`src/pe_reloc_pkg.sv`:
```
// ----------------------------------------------------------------------------
// pe_reloc_pkg
// Shared types and constants for the base relocation block builder.
// ----------------------------------------------------------------------------
package pe_reloc_pkg;

  localparam int unsigned PageBits      = 12;
  localparam int unsigned MaxResults    = 6;
  localparam int unsigned SlotIdxW      = 3;
  localparam logic [3:0]  RelocTypeDir64 = 4'd10;
  localparam logic [31:0] HeaderBytes   = 32'd8;
  localparam logic [31:0] EntryBytes    = 32'd2;
  localparam logic [31:0] WordBytes     = 32'd4;

  localparam logic [1:0] KIND_ENTRY = 2'd0;
  localparam logic [1:0] KIND_PAGE  = 2'd1;
  localparam logic [1:0] KIND_SIZE  = 2'd2;
  localparam logic [1:0] KIND_PAD   = 2'd3;

  typedef struct packed {
    logic [1:0]  kind;
    logic [31:0] offset;
    logic [31:0] value;
  } write_slot_t;

endpackage

```
`src/pe_base_reloc_block_builder_unit.sv`:
```
// ----------------------------------------------------------------------------
// pe_base_reloc_block_builder_unit
// Builds a PE base relocation table (DIR64) as byte-addressed writes from
// sorted fixups; one block per section/page run (a full entry count also starts a new block).
// ----------------------------------------------------------------------------
//  channel | direction | handshake            | payload
//  in      | input     | in_valid / in_ready  | section_index, section_rva,
//          |           |                      | fixup_offset, last_fixup
//  out     | output    | out_valid/ out_ready | write_kind, byte_offset,
//          |           |                      | write_value, run_end
//
// Each item is decoded into 1 to 6 writes held in a result buffer; writes
// leave one per cycle while out_ready is high (one write for a plain entry).
// A new item is taken in the cycle the last buffered write leaves. rst is
// synchronous and clears the block and table state. out_ready low holds the
// buffer and, while writes are pending, stalls the input.
// ----------------------------------------------------------------------------
module pe_base_reloc_block_builder_unit (
  input  logic        clk,
  input  logic        rst,
  input  logic        in_valid,
  output logic        in_ready,
  input  logic [3:0]  section_index,
  input  logic [31:0] section_rva,
  input  logic [31:0] fixup_offset,
  input  logic        last_fixup,
  output logic        out_valid,
  input  logic        out_ready,
  output logic [1:0]  write_kind,
  output logic [31:0] byte_offset,
  output logic [31:0] write_value,
  output logic        run_end
);

  localparam int unsigned IdxW = pe_reloc_pkg::SlotIdxW;

  // block / table state
  logic        block_open, block_open_next;
  logic [3:0]  open_section, open_section_next;
  logic [31:0] open_section_rva, open_section_rva_next;
  logic [31:0] open_page, open_page_next;
  logic [31:0] block_base, block_base_next;
  logic [12:0] entry_count, entry_count_next;
  logic [31:0] table_size, table_size_next;

  // result buffer
  pe_reloc_pkg::write_slot_t slots [pe_reloc_pkg::MaxResults];
  pe_reloc_pkg::write_slot_t slots_next [pe_reloc_pkg::MaxResults];
  logic [IdxW-1:0] ptr;
  logic [IdxW-1:0] remain;
  logic [IdxW-1:0] n_res;

  logic        in_fire, out_fire;
  logic [31:0] page, start_sum, start, entry_pos;
  logic        close_old, opening;

  assign in_fire  = in_valid && in_ready;
  assign out_fire = out_valid && out_ready;
  assign in_ready = (remain == '0) || ((remain == IdxW'(1)) && out_ready);

  assign page      = {fixup_offset[31:pe_reloc_pkg::PageBits],
                      {pe_reloc_pkg::PageBits{1'b0}}};
  assign start_sum = table_size + 32'd3;
  assign start     = {start_sum[31:2], 2'b00};
  assign close_old = block_open && ((section_index != open_section) ||
                     (page != open_page) || (&entry_count));
  assign opening   = !block_open || close_old;
  assign entry_pos = opening ? (start + pe_reloc_pkg::HeaderBytes) : table_size;

  always_comb begin
    n_res                 = '0;
    block_open_next       = 1'b1;
    open_section_next     = open_section;
    open_section_rva_next = open_section_rva;
    open_page_next        = open_page;
    block_base_next       = block_base;
    entry_count_next      = entry_count + 13'd1;
    for (int i = 0; i < pe_reloc_pkg::MaxResults; i++) begin
      slots_next[i] = '0;
    end

    if (close_old) begin
      slots_next[0] = '{pe_reloc_pkg::KIND_PAGE, block_base,
                        open_section_rva + open_page};
      slots_next[1] = '{pe_reloc_pkg::KIND_SIZE, block_base + pe_reloc_pkg::WordBytes,
                        pe_reloc_pkg::HeaderBytes + {18'd0, entry_count, 1'b0}};
      n_res = IdxW'(2);
    end

    if (opening) begin
      if (table_size[1:0] != 2'b00) begin
        slots_next[n_res] = '{pe_reloc_pkg::KIND_PAD, table_size, 32'd0};
        n_res = n_res + IdxW'(1);
      end
      open_section_next     = section_index;
      open_section_rva_next = section_rva;
      open_page_next        = page;
      block_base_next       = start;
      entry_count_next      = 13'd1;
    end

    slots_next[n_res] = '{pe_reloc_pkg::KIND_ENTRY, entry_pos,
                          {16'd0, pe_reloc_pkg::RelocTypeDir64,
                           fixup_offset[pe_reloc_pkg::PageBits-1:0]}};
    n_res = n_res + IdxW'(1);

    if (last_fixup) begin
      slots_next[n_res] = '{pe_reloc_pkg::KIND_PAGE, block_base_next,
                            open_section_rva_next + open_page_next};
      slots_next[n_res + IdxW'(1)] = '{pe_reloc_pkg::KIND_SIZE,
                            block_base_next + pe_reloc_pkg::WordBytes,
                            pe_reloc_pkg::HeaderBytes +
                            {18'd0, entry_count_next, 1'b0}};
      n_res = n_res + IdxW'(2);
      block_open_next = 1'b0;
    end

    table_size_next = entry_pos + pe_reloc_pkg::EntryBytes;
  end

  always_ff @(posedge clk) begin
    if (rst) begin
      block_open       <= 1'b0;
      open_section     <= '0;
      open_section_rva <= '0;
      open_page        <= '0;
      block_base       <= '0;
      entry_count      <= '0;
      table_size       <= '0;
      ptr              <= '0;
      remain           <= '0;
    end else if (in_fire) begin
      block_open       <= block_open_next;
      open_section     <= open_section_next;
      open_section_rva <= open_section_rva_next;
      open_page        <= open_page_next;
      block_base       <= block_base_next;
      entry_count      <= entry_count_next;
      table_size       <= table_size_next;
      ptr              <= '0;
      remain           <= n_res;
    end else if (out_fire) begin
      ptr    <= ptr + IdxW'(1);
      remain <= remain - IdxW'(1);
    end
  end

  // payload only, no reset needed
  always_ff @(posedge clk) begin
    if (in_fire) begin
      slots <= slots_next;
    end
  end

  assign out_valid   = (remain != '0);
  assign write_kind  = slots[ptr].kind;
  assign byte_offset = slots[ptr].offset;
  assign write_value = slots[ptr].value;
  assign run_end     = (remain == IdxW'(1));

  // checks
  a_remain_range: assert property (@(posedge clk) disable iff (rst)
    ({1'b0, ptr} + {1'b0, remain}) <= (IdxW+1)'(pe_reloc_pkg::MaxResults))
    else $error("result buffer overrun");

  a_load: assert property (@(posedge clk) disable iff (rst)
    in_fire |=> (remain != '0) && (ptr == '0))
    else $error("accepted item produced no writes");

  a_last_closes: assert property (@(posedge clk) disable iff (rst)
    in_fire && last_fixup |=> !block_open)
    else $error("block left open after final fixup");

  a_open_after: assert property (@(posedge clk) disable iff (rst)
    in_fire && !last_fixup |=> block_open && (table_size[0] == 1'b0))
    else $error("block not open or table size odd after entry");

endmodule
```
`config.mk`:
```
export PLATFORM = sky130hd
export DESIGN_NAME = pe_base_reloc_block_builder_unit
export DESIGN_NICKNAME = d
export VERILOG_FILES = /design/src/pe_reloc_pkg.sv /design/src/pe_base_reloc_block_builder_unit.sv
export SDC_FILE = /design/constraint.sdc
export NUM_CORES = 1
export LEC_CHECK = 0
export ABC_CLOCK_PERIOD_IN_PS = 26200
export BUFFER_PORTS_ARGS = -buffer_cell sky130_fd_sc_hd__buf_2
export CAP_MARGIN = 20
export CORE_MARGIN = 5
export CORE_UTILIZATION = 45
export CTS_CLUSTER_SIZE = 25
export DETAILED_ROUTE_END_ITERATION = 12
export PLACE_DENSITY = 0.59
export SETUP_SLACK_MARGIN = 0.02
export SKIP_CTS_REPAIR_TIMING = 1
export SLEW_MARGIN = 20
export SYNTH_ARGS = -nofsm -noshare
export SYNTH_HDL_FRONTEND = slang
export SYNTH_SLANG_ARGS = --single-unit
```
`constraint.sdc`:
```
create_clock -name clk -period 26.2 [get_ports clk]
set_clock_uncertainty 0.1 [all_clocks]
set_input_delay 3.93 -clock clk [delete_from_list [all_inputs] [get_ports clk]]
set_output_delay 3.93 -clock clk [all_outputs]
set_load 0.05 [all_outputs]
```
# == Yosys cells after proc, flatten, opt, wreduce, memory -nomap -nowiden ==
# Index checks and enable logic that the tools add are counted.
# totals
reg_bits,548
input_bits,73
out_inout_bits,69
# op_classes
n_addsub,16
magnitude_cmp,9
n_eq_ne,3
mux,31
bitwise_logic,5
reduce_logical,20
# ops
op,n
$bwmux 396,4
$mux 396,3
$demux 66 s3,4
$mux 66,6
$bmux 66 s3,1
$mux 131,1
$mux 32,4
$add 32x2->32 const B,2
$add 32x3->32 const B,2
$add 32x32->32,2
$add 32x4->32 const B,1
$ne 32x32->1,1
$add 4x14->15 const A,2
$ge 4x4->1 const B,5
$not 3->4,5
$lt 4x1->1 const B,4
$mux 3,5
$add 13x1->13 const B,1
$mux 13,1
$reduce_and 13->1,1
$add 3x1->3 const B,4
$logic_and 1x1->1,8
$logic_or 1x1->1,4
$ne 4x4->1,1
other kinds (11),12

# == Longest topological paths before layout ==
# Gate-level depths: netlist of the first run.
# depth
depth_word,17
ltp_mapped,29
depth_no_buf,19

# == Worst setup path after synthesis of the first run ==
# No wires, ideal clock.
# synth_timing
path_kind,in2reg
start,input out_ready
end,register table_size[13]
setup_ns,0.660
arrival_ns,15.848
t_required_ns,25.440
path_slack_ns,9.593
stages,6
n_path_buf,1
cell_sequence,nand2_1 > nand2_1 > nand2_1 > clkinv_1 > clkbuf_1 > a211oi_1
# synth_between
elab_chain_cells,3
# synth_rtl
item,line,source
from (decl),pe_base_reloc_block_builder_unit.sv:28,"input logic out_ready,"
$logic_and 1x1->1,pe_base_reloc_block_builder_unit.sv:59,assign in_ready = (remain == '0) || ((remain == IdxW'(1)) && out_ready);
$logic_or 1x1->1,pe_base_reloc_block_builder_unit.sv:59,
net in_ready,pe_base_reloc_block_builder_unit.sv:22,"output logic in_ready,"
$logic_and 1x1->1,pe_base_reloc_block_builder_unit.sv:57,assign in_fire = in_valid && in_ready;
net in_fire,pe_base_reloc_block_builder_unit.sv:53,"logic in_fire, out_fire;"
to (signal assigned),pe_base_reloc_block_builder_unit.sv:139,table_size <= table_size_next;
to (decl),pe_base_reloc_block_builder_unit.sv:44,"logic [31:0] table_size, table_size_next;"
# The timed path passes the listed nets, and every way through them passes these cells.
# A chain may end at the register's enable or synchronous reset.

# == Worst setup path in the final report of the first run ==
# layout_timing
start,input fixup_offset[25]
end,"register slots[158] (netlist name), data pin"
# layout_between
word_cells_on_any_way,45
classes_between,add/sub: 4; order compare: 8; eq/ne: 1; mux: 20; bitwise: 4; reduce/logical: 8
# layout_lines
item,line,source
from (decl),pe_base_reloc_block_builder_unit.sv:25,"input logic [31:0] fixup_offset,"
$ne 32x32->1,pe_base_reloc_block_builder_unit.sv:66,(page != open_page) || (&entry_count));
$logic_or 1x1->1,pe_base_reloc_block_builder_unit.sv:65,assign close_old = block_open && ((section_index != open_section) ||
$logic_or 1x1->1,pe_base_reloc_block_builder_unit.sv:66,
$logic_and 1x1->1,pe_base_reloc_block_builder_unit.sv:65,
$logic_or 1x1->1,pe_base_reloc_block_builder_unit.sv:67,assign opening = !block_open || close_old;
$mux 32,pe_base_reloc_block_builder_unit.sv:90,if (opening) begin
net open_section_rva_next[17],pe_base_reloc_block_builder_unit.sv:40,"logic [31:0] open_section_rva, open_section_rva_next;"
$add 32x32->32,pe_base_reloc_block_builder_unit.sv:109,open_section_rva_next + open_page_next};
$bwmux 396,pe_base_reloc_block_builder_unit.sv:108,"slots_next[n_res] = '{pe_reloc_pkg::KIND_PAGE, block_base_next,"
$bwmux 396,pe_base_reloc_block_builder_unit.sv:110,"slots_next[n_res + IdxW'(1)] = '{pe_reloc_pkg::KIND_SIZE,"
$mux 396,pe_base_reloc_block_builder_unit.sv:107,if (last_fixup) begin
to (signal assigned),pe_base_reloc_block_builder_unit.sv:151,slots <= slots_next;
to (decl),pe_base_reloc_block_builder_unit.sv:47,pe_reloc_pkg::write_slot_t slots [pe_reloc_pkg::MaxResults];
# The timed path passes the listed nets, and every way through them passes these cells.

==> results of run 1 <==
[per-layer routing]
metal	global-route usage, %	wire, microns
met3	4.95	11900
met1	42.0	53300
met5	0	13
met2	44.6	55300
met4	10.9	4810
[cell families after synthesis]
| kind of cell | after synthesis |
|---|---|
| adder cells (fa/ha/maj) | 78 |
| AND/OR/NAND/NOR | 1321 |
| flip-flops | 548 |
| XOR/XNOR | 219 |
| AO/OA/AOI/OAI | 963 |
| multiplexers | 188 |
| buffers and inverters | 439 |
| other | 1 |
[flip-flops by register name, indices dropped and copies added, names as in the netlist]
| name | count |
|---|---|
| ptr | 3 |
| open_page | 32 |
| slots | 396 |
| table_size | 32 |
| open_section | 4 |
| block_base | 32 |
| open_section_rva | 32 |
| block_open | 1 |
| entry_count | 13 |
| remain | 3 |
[where the power goes]
group          leakage [nW]  total (mW)  switching, mW  internal, mW
logic                  7.59        1.45           1.04         0.405
clock network          1.08       0.944          0.386         0.559
registers              5.09        1.39          0.136          1.26
[how the worst max path moves through the flow]
stage | startpoint | end | slack [ps]
after detailed placement | fixup_offset[17] | slots[158] | 16040
after global placement | fixup_offset[25] | slots[290] | 16170
after global routing | fixup_offset[25] | slots[290] | 16160
final | fixup_offset[25] | slots[158] | 16480
after floorplan | out_ready | table_size[13] | 9590
after CTS | fixup_offset[25] | slots[158] | 16670
[worst min-delay path, cell delays in order (launching register included)]
cell and delay [ps]:
dfxtp_1 310, nand2_1 50, a21oi_1 60
[through the flow]
step	worst slack [ps]	util, %
global route	16160	49.9
global placement	16170	47.0
finish	16480	49.9
floorplan	9590	-
CTS	16670	49.9
detailed placement	16040	47.0
[layout by cell type, fill, tap and decap left out, drive strengths merged, types with 46 or more instances in the layout]
master	netlist	final
inv	132	137
nor3	66	66
a21oi	226	226
mux2i	114	114
xor2	72	72
clkbuf	221	92
nand2	541	541
nor2	324	324
and3	46	46
a22oi	59	59
o221ai	48	48
o21ai	176	176
xnor2	147	147
o22ai	138	138
nand3	92	92
buf	83	198
dfxtp	152	152
edfxtp	396	396
mux4	66	66
nand4	58	58
ha	75	75
[final cells by class]
class                   count  share of cell area [%]
flip-flops and latches    548                    38.8
diodes                      4                  0.0260
repair buffers            198                    3.08
inverters                 135                    1.34
multi-input cells        2784                    47.6
well taps                1040                    3.38
clock buffers              92                    4.92
clock inverters            29                   0.819
==> flow_summary.ini, run 1 <==
[drt]
route.detailed.drc = 0
firstDrtPassIters = 6
ant_nets = 0
routed_wirelength_microns = 125000
wire_per_inst_microns = 26.0
avgViaCountPerCell = 6.33
drt-initial-drc-count = 3948
vias = 30600

[floorplan]
die_area_sq_um = 83100
die-height_microns = 288
fp.dieW_microns = 288
coreArea_sq_um = 77100
io_pins = 142
num_rows = 102
start_util_pct = 45.2

[clock_tree]
clock_path_buffers = 3
insertion_delay_ps = 620
clock-sinks = 548
cts-htree-levels = 3
cts_buffers = 68
cts.clk_slew.worst_paths_ps = 60
tritoncts = built
cts-root-buf = clkbuf_16

[cells_and_area]
regArea_sq_um = 14900
nFillCells = 7355
multi_input_area_sq_um = 18300
nNetsFinal = 3885
design_area_sq_um = 38500
layout-drive-gt1-share_pct = 11.8
fin_cells = 4830
area_growth_pct = 10.5

[critical_path]
max_stage_delay_ps = 920
worstSetupPathType = primary input to flop
reg2reg_depth = 16
crit_cells = 17
cp.required_ps = 26460
reg2reg_slack_ps = 18780
path_buf_inv = 2
startpoint_type = primary input
crit_path_end_kind = flop
arrival_ps = 9990
r2r_start = entry_count[2]
path_max_fanout = 37
path_cells = buf_2, xnor2_1, nand4_1, or4_1, nor3_4, buf_4, nand2_1, nand2_1, ha_1, a211oi_1, and3_1, a221o_1, nor4_1, o211ai_1, a31oi_1, a31oi_1, and2_1
reg2reg_to = slots[128]
crit_family = simple AND/OR/NAND/NOR gates
slowest_stage = or4_1

[logic_synthesis]
synth.area.top_cells = edfxtp_1, dfxtp_1, nand2_1
synth_top_family_by_area = compound AO/OA/AOI/OAI gates
synthDistinctLibCells = 101
synth_adder_area_share_pct = 2.84
synth_area_per_cell_sq_um = 9.27
synth_xor_area_share_pct = 5.51
yosysWarningCount = 0
synthMuxAreaShare_pct = 7.80
syn_area_sq_um = 34800
synthTopCellsByCount = nand2_1, edfxtp_1, nor2_1
yosysMostFrequentCell = nand2_1
synth_compound_area_share_pct = 18.1
synth-seq-area-share_pct = 42.9
syn_inst = 3757
synth_top_area_cell = edfxtp_1
synth-edff-count = 396
synth_flop_cell = edfxtp_1
ys_seq_elements = 548
synth-async-reset-ratio_pct = 0
yosys.area_share.simple_pct = 17.9
yosys.area.top_type_share_pct = 34.1

[global_route]
antenna_found_initial = 7
grt_usage_pct = 29.3
grt_pass1_wl_microns = 185000
grt_max_degree = 181
grt_overflow = 0
grt_pass1_vias = 28400

[sta]
worst_pin_slew_ps = 1150
post-route-min-period_ps = 9720
fmax_mhz = 103
hold_viol_final = 0
setup_viol = 0
fin_tns_setup_ps = 0
rsz0062_at_grt = false
slew_violations = 0
slew_headroom_pct = 23.3
period_share_pct = 37.1
timing.hold.ws_ps = 373

[hold_path]
min_path_type = flop to flop
min_to = open_section[2]
hold_path_depth = 2
holdCritStartpoint = open_section[2]

[placed_design]
placedCellCount = 4704
portBuffers = 141
hpwlAfterDp_microns = 83500
gp_congestion = 0.958
dpl_cell_area_sq_um = 36300

[power]
ir_drop_mv = 0.133
power_mw = 3.79
powerDensity_nw_per_um2 = 98.4
leakagePower_nw = 13.8

[flow_run]
max_cap_violations = 0

[outcome]
status = finished clean
Note: power is estimated with default switching activity, not from simulation.
==> run 2: changes to the inputs <==
ABC_CLOCK_PERIOD_IN_PS = 8000   (was 26200)
PLACE_DENSITY = 0.62   (was 0.59)
clock period = 8 ns   (was 26.2 ns; I/O delays follow)
==> flow_summary.ini, run 2 (synthesized netlist as in run 1, its figures left out) <==
[drt]
vias = 30300
ant_nets = 0
route.detailed.drc = 0
drt-initial-drc-count = 3957
routed_wirelength_microns = 122000
avgViaCountPerCell = 6.27
firstDrtPassIters = 9
wire_per_inst_microns = 25.2

[cells_and_area]
nNetsFinal = 3898
fin_cells = 4841
finalCoreUtilization_pct = 50.2
layout_commonest_cell = nand2_1
final_cell_mix = nand2_1, edfxtp_1, nor2_1
regMostFlops = slots
area_growth_pct = 11.0
layout-drive-gt1-share_pct = 12.1
antenna_cells = 0
largest_register_ffs = 396

[placed_design]
hpwlAfterDp_microns = 81600
placedCellCount = 4719
gp_congestion = 0.949
portBuffers = 141

[floorplan]
fp.dieW_microns = 288
io_pins = 142
num_rows = 102
coreArea_sq_um = 77100
start_util_pct = 45.2
die_area_sq_um = 83100
die-height_microns = 288

[clock_tree]
clock-sinks = 548
cts-htree-levels = 3
insertion_delay_ps = 630
tritoncts = built
cts-root-buf = clkbuf_16
clock_path_buffers = 3
cts.clk_slew.worst_paths_ps = 60
cts_buffers = 66

[sta]
slew_headroom_pct = 21.2
fin_tns_setup_ps = 0
hold_viol_final = 0
fmax_mhz = 150
worst_pin_slew_ps = 1180
period_share_pct = 83.4
slew_violations = 0
rsz0062_at_grt = false
timing.hold.ws_ps = 368
post-route-min-period_ps = 6670
setup_viol = 0

[global_route]
grt_pass1_vias = 28300
grt_usage_pct = 28.3
grt_overflow = 0
antenna_found_initial = 3
grt_max_degree = 195
grt_pass1_wl_microns = 180000

[hold_path]
min_path_type = flop to flop
hold_path_depth = 2

[critical_path]
startpoint_type = flop
worstSetupPathType = flop to flop
cp.required_ps = 8270
arrival_ps = 6950
crit_cells = 18
max_stage_delay_ps = 870
path_buf_inv = 2
path_cells = ha_1, nand2_1, nor4_2, or4_1, nor3_4, buf_4, nand2_1, nand2_1, ha_1, o21ai_0, inv_1, o21ai_0, a221o_1, nor4_1, o211ai_1, a31oi_1, a31oi_1, and2_1
reg2reg_depth = 18
path_max_fanout = 14
slowest_stage = nor4_2
path_common_cell = nand2_1
crit_family = simple AND/OR/NAND/NOR gates
crit_path_end_kind = flop

[power]
power_mw = 12.5
powerDensity_nw_per_um2 = 324
leakagePower_nw = 13.9
ir_drop_mv = 0.351

[outcome]
status = finished clean

[flow_run]
max_cap_violations = 0
[run 2: worst min-delay path, delay by kind of cell, from the launching register on]
kind / cells / cell delay, ps
AO/OA/AOI/OAI: 1 / 50
flip-flops: 1 / 320
AND/OR/NAND/NOR: 1 / 50
[run 2: final timing paths]
kind | from | slack, ps | to
worst max-delay path | entry_count[2] | 1330 | slots[290]
worst min-delay path | open_section[0] | 370 | open_section[0]
worst max register to register | entry_count[2] | 1330 | slots[290]
worst min register to register | open_section[0] | 370 | open_section[0]
[run 2: through the flow]
stage / worst slack [ps] / cell area (sq um)
2_1_floorplan: 117 / 34900
3_3_place_gp: 1180 / 36400
3_5_place_dp: 959 / 36400
4_1_cts: 1380 / 38700
5_1_grt: 945 / 38700
6_report: 1330 / 38700
[run 2: layer usage]
metal | vias up | track usage, % | wire [microns]
li1 | 13900 | - | -
met1 | 14600 | 39.7 | 51300
met2 | 1600 | 44.0 | 54400
met3 | 242 | 5.34 | 11700
met4 | 2 | 10.3 | 4450
met5 | - | 0.698 | 72
[run 2: cell type report]
cell class,count,area [sq um]
fillers,7191,38400
inverters,135,514
well taps,1040,1300
repair buffers,213,1270
multi-input cells,2784,18300
clock inverters,39,507
flip-flops and latches,548,14900
clock buffers,82,1790
[run 2: where the power goes]
group,internal [mW],switching (mW),leakage [nW]
clock network,1.93,1.30,1.12
logic,1.34,3.45,7.66
registers,4.12,0.410,5.09
